File: config.mk
export PLATFORM = sky130hd
export DESIGN_NAME = dsns_ctrl
export DESIGN_NICKNAME = d
export VERILOG_FILES = /design/src/hw/rtl/dsns_pkg.sv /design/src/hw/rtl/dsns_ctrl.sv
export SDC_FILE = /design/constraint.sdc
export NUM_CORES = 1
export LEC_CHECK = 0
export ABC_AREA = 1
export BUFFER_PORTS_ARGS = -buffer_cell sky130_fd_sc_hd__buf_2
export CORE_MARGIN = 2
export CORE_UTILIZATION = 35
export DETAILED_ROUTE_END_ITERATION = 7
export PLACE_DENSITY = 0.6
export RECOVER_POWER = 100
export SLEW_MARGIN = 20
export SYNTH_ARGS = -nofsm -noshare
export SYNTH_HDL_FRONTEND = slang
export SYNTH_SLANG_ARGS = --single-unit
File: constraint.sdc
create_clock -name clock -period 2 [get_ports clock]
set_input_delay 0.3 -clock clock [delete_from_list [all_inputs] [get_ports clock]]
set_output_delay 0.3 -clock clock [all_outputs]
set_load 0.05 [all_outputs]
File: src/hw/rtl/dsns_pkg.sv
// Shared types, constants and SHA-256 helpers for the nonce search block.
// No dependencies.
package dsns_pkg;

   localparam int HEADER_BYTES = 80;
   localparam int DIGEST_BYTES = 32;
   localparam int HDR_WORDS    = 19;
   localparam int TGT_WORDS    = 8;

   localparam logic [2:0] OP_LOAD_HDR   = 3'd0;
   localparam logic [2:0] OP_LOAD_SHARE = 3'd1;
   localparam logic [2:0] OP_LOAD_NET   = 3'd2;
   localparam logic [2:0] OP_TRY        = 3'd3;
   localparam logic [2:0] OP_START_WIN  = 3'd4;
   localparam logic [2:0] OP_CLR_SUBMIT = 3'd5;

   localparam logic [7:0] BYTE_ONES = 8'hff;

   // Which message block a compression works on
   typedef enum logic [1:0] {
      BLK_HDR0 = 2'd0,
      BLK_HDR1 = 2'd1,
      BLK_DIG  = 2'd2
   } blk_sel_type;

   // Controller to datapath
   typedef struct packed {
      logic        capture;     // latch request fields
      logic        load_blk;    // load schedule and working vars
      blk_sel_type blk;
      logic        round;       // one SHA round
      logic        fold;        // add working vars into chaining state
      logic        compare;     // evaluate digest, update status
      logic        finish;      // form response
   } dp_cmd_type;

   typedef struct packed {
      logic       is_try;
      logic [5:0] round_idx;
   } dp_stat_type;

   function automatic logic [31:0] sha_k(input logic [5:0] i);
      logic [31:0] k [64];
      k = '{
         32'h428a2f98,32'h71374491,32'hb5c0fbcf,32'he9b5dba5,32'h3956c25b,32'h59f111f1,
         32'h923f82a4,32'hab1c5ed5,32'hd807aa98,32'h12835b01,32'h243185be,32'h550c7dc3,
         32'h72be5d74,32'h80deb1fe,32'h9bdc06a7,32'hc19bf174,32'he49b69c1,32'hefbe4786,
         32'h0fc19dc6,32'h240ca1cc,32'h2de92c6f,32'h4a7484aa,32'h5cb0a9dc,32'h76f988da,
         32'h983e5152,32'ha831c66d,32'hb00327c8,32'hbf597fc7,32'hc6e00bf3,32'hd5a79147,
         32'h06ca6351,32'h14292967,32'h27b70a85,32'h2e1b2138,32'h4d2c6dfc,32'h53380d13,
         32'h650a7354,32'h766a0abb,32'h81c2c92e,32'h92722c85,32'ha2bfe8a1,32'ha81a664b,
         32'hc24b8b70,32'hc76c51a3,32'hd192e819,32'hd6990624,32'hf40e3585,32'h106aa070,
         32'h19a4c116,32'h1e376c08,32'h2748774c,32'h34b0bcb5,32'h391c0cb3,32'h4ed8aa4a,
         32'h5b9cca4f,32'h682e6ff3,32'h748f82ee,32'h78a5636f,32'h84c87814,32'h8cc70208,
         32'h90befffa,32'ha4506ceb,32'hbef9a3f7,32'hc67178f2};
      return k[i];
   endfunction

   localparam logic [255:0] SHA_IV = {
      32'h6a09e667,32'hbb67ae85,32'h3c6ef372,32'ha54ff53a,
      32'h510e527f,32'h9b05688c,32'h1f83d9ab,32'h5be0cd19};

   function automatic logic [31:0] rotr(input logic [31:0] x, input int n);
      return (x >> n) | (x << (32 - n));
   endfunction

   // Byte swap: little-endian loaded word to big-endian message word
   function automatic logic [31:0] bswap(input logic [31:0] x);
      return {x[7:0], x[15:8], x[23:16], x[31:24]};
   endfunction

endpackage

File: src/hw/rtl/dsns_ctrl.sv
// Sequencer for the nonce search: decodes each request and, for a try, steps three compressions of 64 rounds.
// Depends on dsns_pkg.
module dsns_ctrl (
   input  logic                 clock,
   input  logic                 reset,
   input  logic                 req_valid,
   output logic                 req_stall,
   output logic                 rsp_valid,
   input  logic                 rsp_stall,
   input  dsns_pkg::dp_stat_type stat,
   output dsns_pkg::dp_cmd_type  cmd
);
   import dsns_pkg::*;

   typedef enum logic [6:0] {
      ST_IDLE  = 7'b0000001,
      ST_LOAD  = 7'b0000010,
      ST_ROUND = 7'b0000100,
      ST_FOLD  = 7'b0001000,
      ST_CMP   = 7'b0010000,
      ST_DONE  = 7'b0100000,
      ST_DEC   = 7'b1000000
   } state_type;

   state_type   state_ff, state_in;
   blk_sel_type blk_ff, blk_in;
   logic        rsp_valid_ff, rsp_valid_in;

   assign req_stall = (state_ff != ST_IDLE) || (rsp_valid_ff && rsp_stall);
   assign rsp_valid = rsp_valid_ff;

   // Next state and commands
   always_comb begin
      state_in     = state_ff;
      blk_in       = blk_ff;
      rsp_valid_in = rsp_valid_ff && rsp_stall;
      cmd          = '0;
      cmd.blk      = blk_ff;
      unique case (state_ff)
         ST_IDLE: begin
            if (req_valid && !req_stall) begin
               cmd.capture = 1'b1;
               state_in    = ST_DEC;
            end
         end
         ST_DEC: begin
            if (stat.is_try) begin
               blk_in   = BLK_HDR0;
               state_in = ST_LOAD;
            end else begin
               state_in = ST_DONE;
            end
         end
         ST_LOAD: begin
            cmd.load_blk = 1'b1;
            state_in     = ST_ROUND;
         end
         ST_ROUND: begin
            cmd.round = 1'b1;
            if (stat.round_idx == 6'd63) state_in = ST_FOLD;
         end
         ST_FOLD: begin
            cmd.fold = 1'b1;
            unique case (blk_ff)
               BLK_HDR0: begin blk_in = BLK_HDR1; state_in = ST_LOAD; end
               BLK_HDR1: begin blk_in = BLK_DIG;  state_in = ST_LOAD; end
               default:  state_in = ST_CMP;
            endcase
         end
         ST_CMP: begin
            cmd.compare = 1'b1;
            state_in    = ST_DONE;
         end
         ST_DONE: begin
            if (!(rsp_valid_ff && rsp_stall)) begin
               cmd.finish   = 1'b1;
               rsp_valid_in = 1'b1;
               state_in     = ST_IDLE;
            end
         end
         default: state_in = ST_IDLE;
      endcase
   end

   always_ff @(posedge clock) begin
      if (reset) begin
         state_ff     <= ST_IDLE;
         blk_ff       <= BLK_HDR0;
         rsp_valid_ff <= 1'b0;
      end else begin
         state_ff     <= state_in;
         blk_ff       <= blk_in;
         rsp_valid_ff <= rsp_valid_in;
      end
   end
endmodule

* After elaboration in Yosys (flattened, before gate mapping) *
Cells that the tools add are included.

operators by class
  reductions and logical operators = 9
  equal/unequal tests = 15
  mux-type cells = 18

operators by type and width
  kind                  count
  $pmux W7 S7           1
  $mux W7               3
  $mux W1               9
  $ne A2 B2 Y1 const B  4
  $pmux W2 S2           2
  $eq A7 B1 Y1 const B  1
  $eq A7 B2 Y1 const B  1
  $eq A7 B3 Y1 const B  1
  $eq A7 B4 Y1 const B  1
  $eq A7 B5 Y1 const B  1
  $eq A7 B6 Y1 const B  1
  $eq A7 B7 Y1 const B  1
  $ne A7 B1 Y1 const B  1
  $eq A6 B6 Y1 const B  1
  $mux W6               1
  $reduce_and A3 Y1     2
  $mux W5               1
  $ne A3 B1 Y1 const B  1
  $eq A2 B1 Y1 const B  1
  $logic_and A1 B1 Y1   2
  $logic_not A2 Y1      1
  $mux W2               1
  $reduce_bool A2 Y1    1
  $reduce_or A2 Y1      1
  other kinds (2)       2

word-level totals
  output and inout bits = 10
  word-level logic and storage cells = 45
  register bits after elaboration = 10
  bits of input ports = 11

* Logic depth before layout (Yosys ltp) *
Gate-level depths: netlist of run 1.

  word-level depth = 6
  gate-level depth with buffers = 9
  mapped depth without buffers = 9

* Least setup slack after synthesis of run 1 *
Ideal clock, no wire load.

  kind = flip-flop to output port
  start point = reg state_ff[6]
  end point = out cmd[7] (netlist name)
  buffers on the path = 0
  required time = 1.700 ns
  cell stages (with the launch flop) = 6
  arrival time = 1.767 ns
  path slack = -0.067 ns
  path through = dfxtp_1 -> nor2_2 -> nand2_4 -> nor2_4 -> nand2_1 -> nor2_1

RTL lines
  element                 line             source
  start, declared         dsns_ctrl.sv:25  state_type state_ff, state_in;
  start signal, assigned  dsns_ctrl.sv:91  state_ff <= state_in;
  end, declared           dsns_ctrl.sv:11  output dsns_pkg::dp_cmd_type cmd

==> metrics.yaml, run 1 <==
outcome: "complete, no violations"
diodes: 0
synth_top_cell_area_share_pct: 34.0
rows: 14
power_density_nw_per_um2: 628
clkLatencyLatePin_ns: 0.26
start_util_pct: 38.1
grt_pass1_wl_um: 1990
cp_data_required_time_ns: 1.70
r2r_slack_ns: 0.75
final_cells: 131
syn_area_per_cell_um2: 6.39
crit_type: "register to output port"
grt-ovfl-total: 0
drive_gt1_share_pct: 29.6
die_area_um2: 2020
wl_um: 1170
cts.sinks: 10
ys_seq_area_share_pct: 34.0
synthesis.nets: 103
cts_tree: "yes"
clkSlewWorstSetupHoldPaths_ns: 0.06
tns_ns: 0
nNetsFinal: 128
r2r_cells: 8
synthTopCellsByArea: "dfxtp_1 34%, nand2_1 14%, nor2_1 8.3%, nand3_1 6.8%, inv_1 6.4%"
max_slew_margin_pct: 60.6
htreeDepth: 1
setup_viol: 0
root_buffer: "clkbuf_4"
fin_crit_ns: 1.78
cts_buffers: 3
core_um2: 1540
grt_max_degree: 8
max_cap_violations: 0
clockBufferDepth: 2
track_usage_pct: 14.0
dp_cells: 128
start_kind: "register"
dr.pass1.iters: 2
peakVddDrop_mv: 0.400
clock_skew_ns: 0.000365
place_congestion: 0.783
drv_slew: 0
yosysTopAreaCell: "dfxtp_1"
die_x_um: 45.0
antenna_found_initial: 0
whs_endpoint: "blk_ff[1]$_SDFFE_PP0P_"
syn_area_um2: 588
antenna_left: 0
netlist_instances: 92
postCtsSetupRepairBufs: 0
ys_ff_latch: 10
critPathMaxFanout: 3
hpwl_um: 1000
p_leak_nw: 0.386
cts_hold_buf: 0
drt_iter0_drc: 4
tightest_slew_ns: 0.593
min_path_cells: 2
hp-class: "input pin to register"
hp-start: "reset"
reg2reg_from: "state_ff[3]$_SDFFE_PP0P_"
vias: 602
rsz0062_at_grt: "no"
portBuffers: 20
die_h_um: 45.0
synth_cell_types: 18
end_kind: "output port"
drc: 0
r2r-end: "state_ff[0]$_SDFFE_PP1P_"
ios: 21
post_cts_resized: 0
post_drt_wl_per_cell_um: 8.96
timing_hold_violations_final: 0
ys_warn_count: 0
min_period_over_period_pct: 89.0
grt_pass1_vias: 530
critPathArrivalTime_ns: 1.48
max_freq_mhz: 562
viasPerCell: 4.60
syn2layout_area_growth_pct: 21.5
cells in the final DEF, fill, tap and decap left out, types with 5 or more instances in the layout:
| master | Yosys | layout |
|---|---|---|
| buf_2 | 0 | 12 |
| nand3_1 | 8 | 8 |
| inv_1 | 10 | 11 |
| a21oi_1 | 4 | 5 |
| nor2_1 | 13 | 14 |
| nand2_1 | 22 | 22 |
| dfxtp_1 | 10 | 10 |
| inv_2 | 7 | 6 |
critical path, stage by stage (launching register included):
cell     delay [ns]
dfxtp_1        0.33
nor2_1         0.19
nand2_1        0.13
nor2_4         0.12
nand2_1        0.10
nor2_2         0.08
buf_2          0.26
routing by layer:
metal	wire length [µm]	part of all wire [%]	global-route usage, %
met1	542	46	15.9
met2	571	49	23.1
met3	52	4.4	6.00
met4	9	0.77	5.29
met5	0	0	0
cell type report:
| class | instances | area [µm²] |
|---|---|---|
| Fill cell | 171 | 827 |
| Inverter | 18 | 67.6 |
| Multi-Input combinational cell | 64 | 309 |
| Clock buffer | 3 | 22.5 |
| Timing Repair Buffer | 20 | 95.1 |
| Tap cell | 16 | 20.0 |
| Sequential cell | 10 | 200 |
through the flow:
stage	hold slack (ns)	area, µm²	setup slack [ns]	utilization, %	total power, mW
floorplan	0.369	591	0.152	-	0.294
global placement	0.501	711	0.584	46.1	0.321
detailed placement	0.501	711	0.560	46.1	0.322
CTS	0.293	733	0.260	47.6	0.461
global route	0.324	714	0.0869	46.3	0.473
finish	0.295	714	0.220	46.3	0.449
sequential cells by signal, indices dropped and copies added (netlist names):
name and count:
state_ff 7, blk_ff 2, rsp_valid 1
Yosys cell counts, drive strengths merged:
cell,number
nand2,24
nor2,19
inv,17
dfxtp,10
nand3,8
a21oi,5
nor3,5
o21ai,2
and3,1
clkinv,1
report_power, final:
group          total (mW)  switching (mW)  internal (mW)
combinational       0.105          0.0734         0.0317
sequential          0.210         0.00476          0.205
clock               0.134          0.0649         0.0694
logic make-up after synthesis:
logic type | share of synthesized area, %
buffers and inverters | 11.5
flip-flops | 34.0
AND/OR/NAND/NOR | 47.2
AO/OA/AOI/OAI | 7.23
worst max-delay path by stage:
stage                         to                      from  slack (ns)
after floorplan           cmd[7]  state_ff[6]$_SDFFE_PP0P_        0.15
after detailed placement  cmd[7]  state_ff[2]$_SDFFE_PP0P_        0.56
after global placement    cmd[7]  state_ff[4]$_SDFFE_PP0P_        0.58
after global routing      cmd[7]  state_ff[3]$_SDFFE_PP0P_        0.09
final                     cmd[7]  state_ff[3]$_SDFFE_PP0P_        0.22
after CTS                 cmd[7]  state_ff[2]$_SDFFE_PP0P_        0.26
Power figures use the tool's default switching activity.
==> run 2, diff against run 1 <==
--- a/config.mk
+++ b/config.mk
@@ -10,7 +10,7 @@
 export CORE_MARGIN = 2
 export CORE_UTILIZATION = 35
 export DETAILED_ROUTE_END_ITERATION = 7
-export PLACE_DENSITY = 0.6
+export PLACE_DENSITY = 0.67
 export RECOVER_POWER = 100
 export SLEW_MARGIN = 20
 export SYNTH_ARGS = -nofsm -noshare
==> metrics.yaml, run 2 (synthesis gave the netlist of run 1 again) <==
outcome: "complete, no violations"
post_cts_resized: 0
critPathArrivalTime_ns: 1.55
vias: 609
nNetsFinal: 128
diodes: 0
start_kind: "register"
fillCellCount: 161
max_cap_violations: 0
clock_skew_ns: 0.00282
final_cell_mix: "22 x nand2_1, 14 x nor2_1, 11 x inv_1"
cts_tree: "yes"
postCtsSetupRepairBufs: 0
swShare_pct: 32.2
finalPower_uw: 452
setup_viol: 0
clockBufferDepth: 2
tns_ns: 0
p_leak_nw: 0.384
antenna_found_initial: 0
cts_buffers: 3
cts.sinks: 10
crit_path_start: "state_ff[2]$_SDFFE_PP0P_"
grt-ovfl-total: 0
hp-class: "input pin to register"
grt_pass1_wl_um: 2190
clkSlewWorstSetupHoldPaths_ns: 0.06
critPathMaxFanout: 3
start_util_pct: 38.1
rows: 14
peakVddDrop_mv: 0.323
die_area_um2: 2020
r2r-end: "state_ff[0]$_SDFFE_PP1P_"
die_x_um: 45.0
drt_iter0_drc: 4
grt_pass1_vias: 550
drive_gt1_share_pct: 30.4
portBuffers: 20
htreeDepth: 1
drc: 0
seqPwrFrac_pct: 46.3
antenna_left: 0
grt_busiest_layer: "met2"
track_usage_pct: 15.3
grt_max_degree: 8
viasPerCell: 4.65
place_congestion: 0.789
fin_crit_ns: 1.85
root_buffer: "clkbuf_4"
final_util_pct: 46.3
p_switching_uw: 146
core_um2: 1540
met3_usage_pct: 6.00
rsz0062_at_grt: "no"
ios: 21
end_kind: "output port"
place_area_um2: 711
cp_data_required_time_ns: 1.70
r2r_cells: 8
min_period_over_period_pct: 92.6
post_drt_wl_per_cell_um: 9.56
combPwrFrac_pct: 23.2
postLayoutCellArea_um2: 713
endpoint: "cmd[1]"
drv_slew: 0
regMostFlops: "state_ff"
internal-power_uw: 306
tightest_slew_ns: 0.592
largest_reg_flops: 7
r2r_slack_ns: 0.70
crit_type: "register to output port"
die_h_um: 45.0
clockPowerShare_pct: 30.5
final_common_cell: "nand2_1"
syn2layout_area_growth_pct: 21.3
met2_usage_pct: 24.9
clkLatencyLatePin_ns: 0.27
max_freq_mhz: 540
hpwl_um: 1020
cts_hold_buf: 0
dr.pass1.iters: 2
wl_um: 1250
reg2reg_from: "state_ff[1]$_SDFFE_PP0P_"
power_density_nw_per_um2: 633
timing_hold_violations_final: 0
max_slew_margin_pct: 60.7
use_met1_pct: 17.4
[run 2: layout make-up]
type,count,area (µm²),area share [%]
tap,16,20.0,2.81
clock buffer,3,22.5,3.16
timing repair buffer,20,95.1,13.3
inverter,18,67.6,9.47
multi-input combinational,64,308,43.2
sequential,10,200,28.1
[run 2: critical path: stages (launching register included)]
cell      delay, ns
dfxtp_1        0.32
nor2_1         0.21
nand2_2        0.10
nor2_2         0.17
clkbuf_1       0.49
[run 2: stage by stage]
stage / std cells / worst slack [ns] / hold slack (ns)
6_report: 131 / 0.148 / 0.310
3_5_place_dp: 128 / 0.559 / 0.499
3_3_place_gp: 128 / 0.593 / 0.497
2_1_floorplan: 92 / 0.152 / 0.369
5_1_grt: 131 / 0.0891 / 0.303
4_1_cts: 131 / 0.258 / 0.294
[run 2: power by group through the flow]
stage | combinational [mW] | sequential [mW] | clock, mW
4_1_cts | 0.107 | 0.209 | 0.144
2_1_floorplan | 0.0790 | 0.215 | 0
3_5_place_dp | 0.107 | 0.214 | 0
5_1_grt | 0.116 | 0.210 | 0.155
3_3_place_gp | 0.106 | 0.214 | 0
6_report | 0.105 | 0.209 | 0.138
[run 2: worst min-delay path by stage]
stage                                     endpoint                   start  cells past startpoint  slack [ns]
after floorplan             blk_ff[1]$_SDFFE_PP0P_                   reset                      1        0.37
after global placement      blk_ff[1]$_SDFFE_PP0P_  blk_ff[0]$_SDFFE_PP0P_                      2        0.50
after detailed placement    blk_ff[1]$_SDFFE_PP0P_  blk_ff[0]$_SDFFE_PP0P_                      2        0.50
after CTS                 state_ff[2]$_SDFFE_PP0P_                   reset                      2        0.29
after global routing      state_ff[2]$_SDFFE_PP0P_                   reset                      2        0.30
final                     state_ff[2]$_SDFFE_PP0P_                   reset                      2        0.31
[run 2: per-layer routing]
layer,share of wire (%),vias up
met1,46,259
met3,4.6,4
met5,0,-
met4,1.5,0
met2,48,13
li1,-,333
==> run 3, diff against run 2 <==
--- a/config.mk
+++ b/config.mk
@@ -7,6 +7,7 @@
 export LEC_CHECK = 0
 export ABC_AREA = 1
 export BUFFER_PORTS_ARGS = -buffer_cell sky130_fd_sc_hd__buf_2
+export CORE_ASPECT_RATIO = 1.2
 export CORE_MARGIN = 2
 export CORE_UTILIZATION = 35
 export DETAILED_ROUTE_END_ITERATION = 7
==> metrics.yaml, run 3 (synthesis gave the netlist of run 1 again) <==
htreeDepth: 1
tns_ns: 0
hpwl_um: 1090
antenna_left: 0
dp_cells: 130
wl_um: 1290
fin_crit_ns: 1.79
root_buffer: "clkbuf_4"
start_kind: "register"
max_freq_mhz: 557
max_stage_delay_ns: 0.33
diodes: 0
outcome: "complete, no violations"
viasPerCell: 4.61
track_usage_pct: 13.6
cts_buffers: 3
crit_top_cell: "nand2_1"
clock_skew_ns: 0.00208
post_cts_resized: 0
die_h_um: 48.9
post_drt_wl_per_cell_um: 9.65
regMostFlops: "state_ff"
drc: 0
end_kind: "output port"
die_x_um: 41.4
syn2layout_area_growth_pct: 24.3
max_cap_violations: 0
max_slew_margin_pct: 60.8
cts.sinks: 10
rows: 16
min_period_over_period_pct: 89.7
largest_reg_flops: 7
clockBufferDepth: 2
final_cell_mix: "22 x nand2_1, 14 x nor2_1, 11 x inv_1, 11 x buf_2, 10 x dfxtp_1"
setup_viol: 0
cts_hold_buf: 0
cp_slowest_cell: "dfxtp_1"
grt_pass1_wl_um: 2180
start_util_pct: 36.7
drv_slew: 0
clkSlewWorstSetupHoldPaths_ns: 0.07
nNetsFinal: 128
grt-ovfl-total: 0
crit_type: "register to output port"
p_leak_nw: 0.394
portBuffers: 20
grt_max_degree: 8
place_congestion: 0.747
critPathArrivalTime_ns: 1.49
power_density_nw_per_um2: 687
antenna_found_initial: 0
peakVddDrop_mv: 0.368
worst_slack_ns: 0.206
core_um2: 1600
ios: 21
vias: 618
cts_tree: "yes"
die_area_um2: 2030
tightest_slew_ns: 0.590
timing_hold_violations_final: 0
drt_iter0_drc: 19
cp_data_required_time_ns: 1.70
postCtsSetupRepairBufs: 0
drive_gt1_share_pct: 31.9
hp-class: "input pin to register"
place_ws_ns: 0.550
grt_pass1_vias: 570
final_common_cell: "nand2_1"
critPathMaxFanout: 3
clkLatencyLatePin_ns: 0.27
dr.pass1.iters: 4
final_cells: 134
rsz0062_at_grt: "no"
worstPathCellList: "nor2_1 -> nand2_1 -> nor2_4 -> nand2_1 -> nor2_2 -> buf_2"
run 3: cell types whose count changed in the layout (fill, tap and decap cells not counted):
cell / delta
buf_2: +1
clkbuf_1: -1
clkbuf_8: +1
run 3: stage by stage:
stage                     power (mW)  utilization [%]  hold slack [ns]  instance area, µm²
after floorplan                0.294                -            0.369                 591
after global placement         0.319             44.5            0.495                 713
after detailed placement       0.322             44.5            0.502                 713
after CTS                      0.507             46.8            0.289                 749
after global routing           0.526             45.6            0.303                 731
final                          0.502             45.6            0.286                 731
run 3: final timing paths:
| check | from | end | slack, ns | depth (start not counted) |
|---|---|---|---|---|
| max | state_ff[2]$_SDFFE_PP0P_ | cmd[7] | 0.21 | 6 |
| min | reset | blk_ff[1]$_SDFFE_PP0P_ | 0.29 | 2 |
| max reg2reg | state_ff[6]$_SDFFE_PP0P_ | state_ff[0]$_SDFFE_PP1P_ | 0.71 | 8 |
| min reg2reg | blk_ff[0]$_SDFFE_PP0P_ | blk_ff[1]$_SDFFE_PP0P_ | 0.50 | 2 |
run 3: layout make-up:
cell class	instances	area (µm²)
multi-input cells	64	308
clock buffers	4	36.3
repair buffers	20	96.3
well taps	18	22.5
flip-flops and latches	10	200
inverters	18	67.6
fillers	183	871
run 3: worst max-delay path, delay by kind of cell, from the launching register on:
kind | cells | cell delay (ns)
simple gates | 5 | 0.64
flops | 1 | 0.33
buf+inv | 1 | 0.26
run 3: layer usage:
metal	up-vias	track usage (%)	part of all wire, %
met2	20	25.3	51
met1	265	14.4	42
met5	-	0	0
li1	327	-	-
met4	0	6.45	2.3
met3	6	2.22	4.5
run 3: where the power goes:
part / switching, mW / leakage, nW / internal, mW
clock network: 0.0767 / 0.0210 / 0.111
registers: 0.00491 / 0.0811 / 0.205
logic: 0.0733 / 0.292 / 0.0318
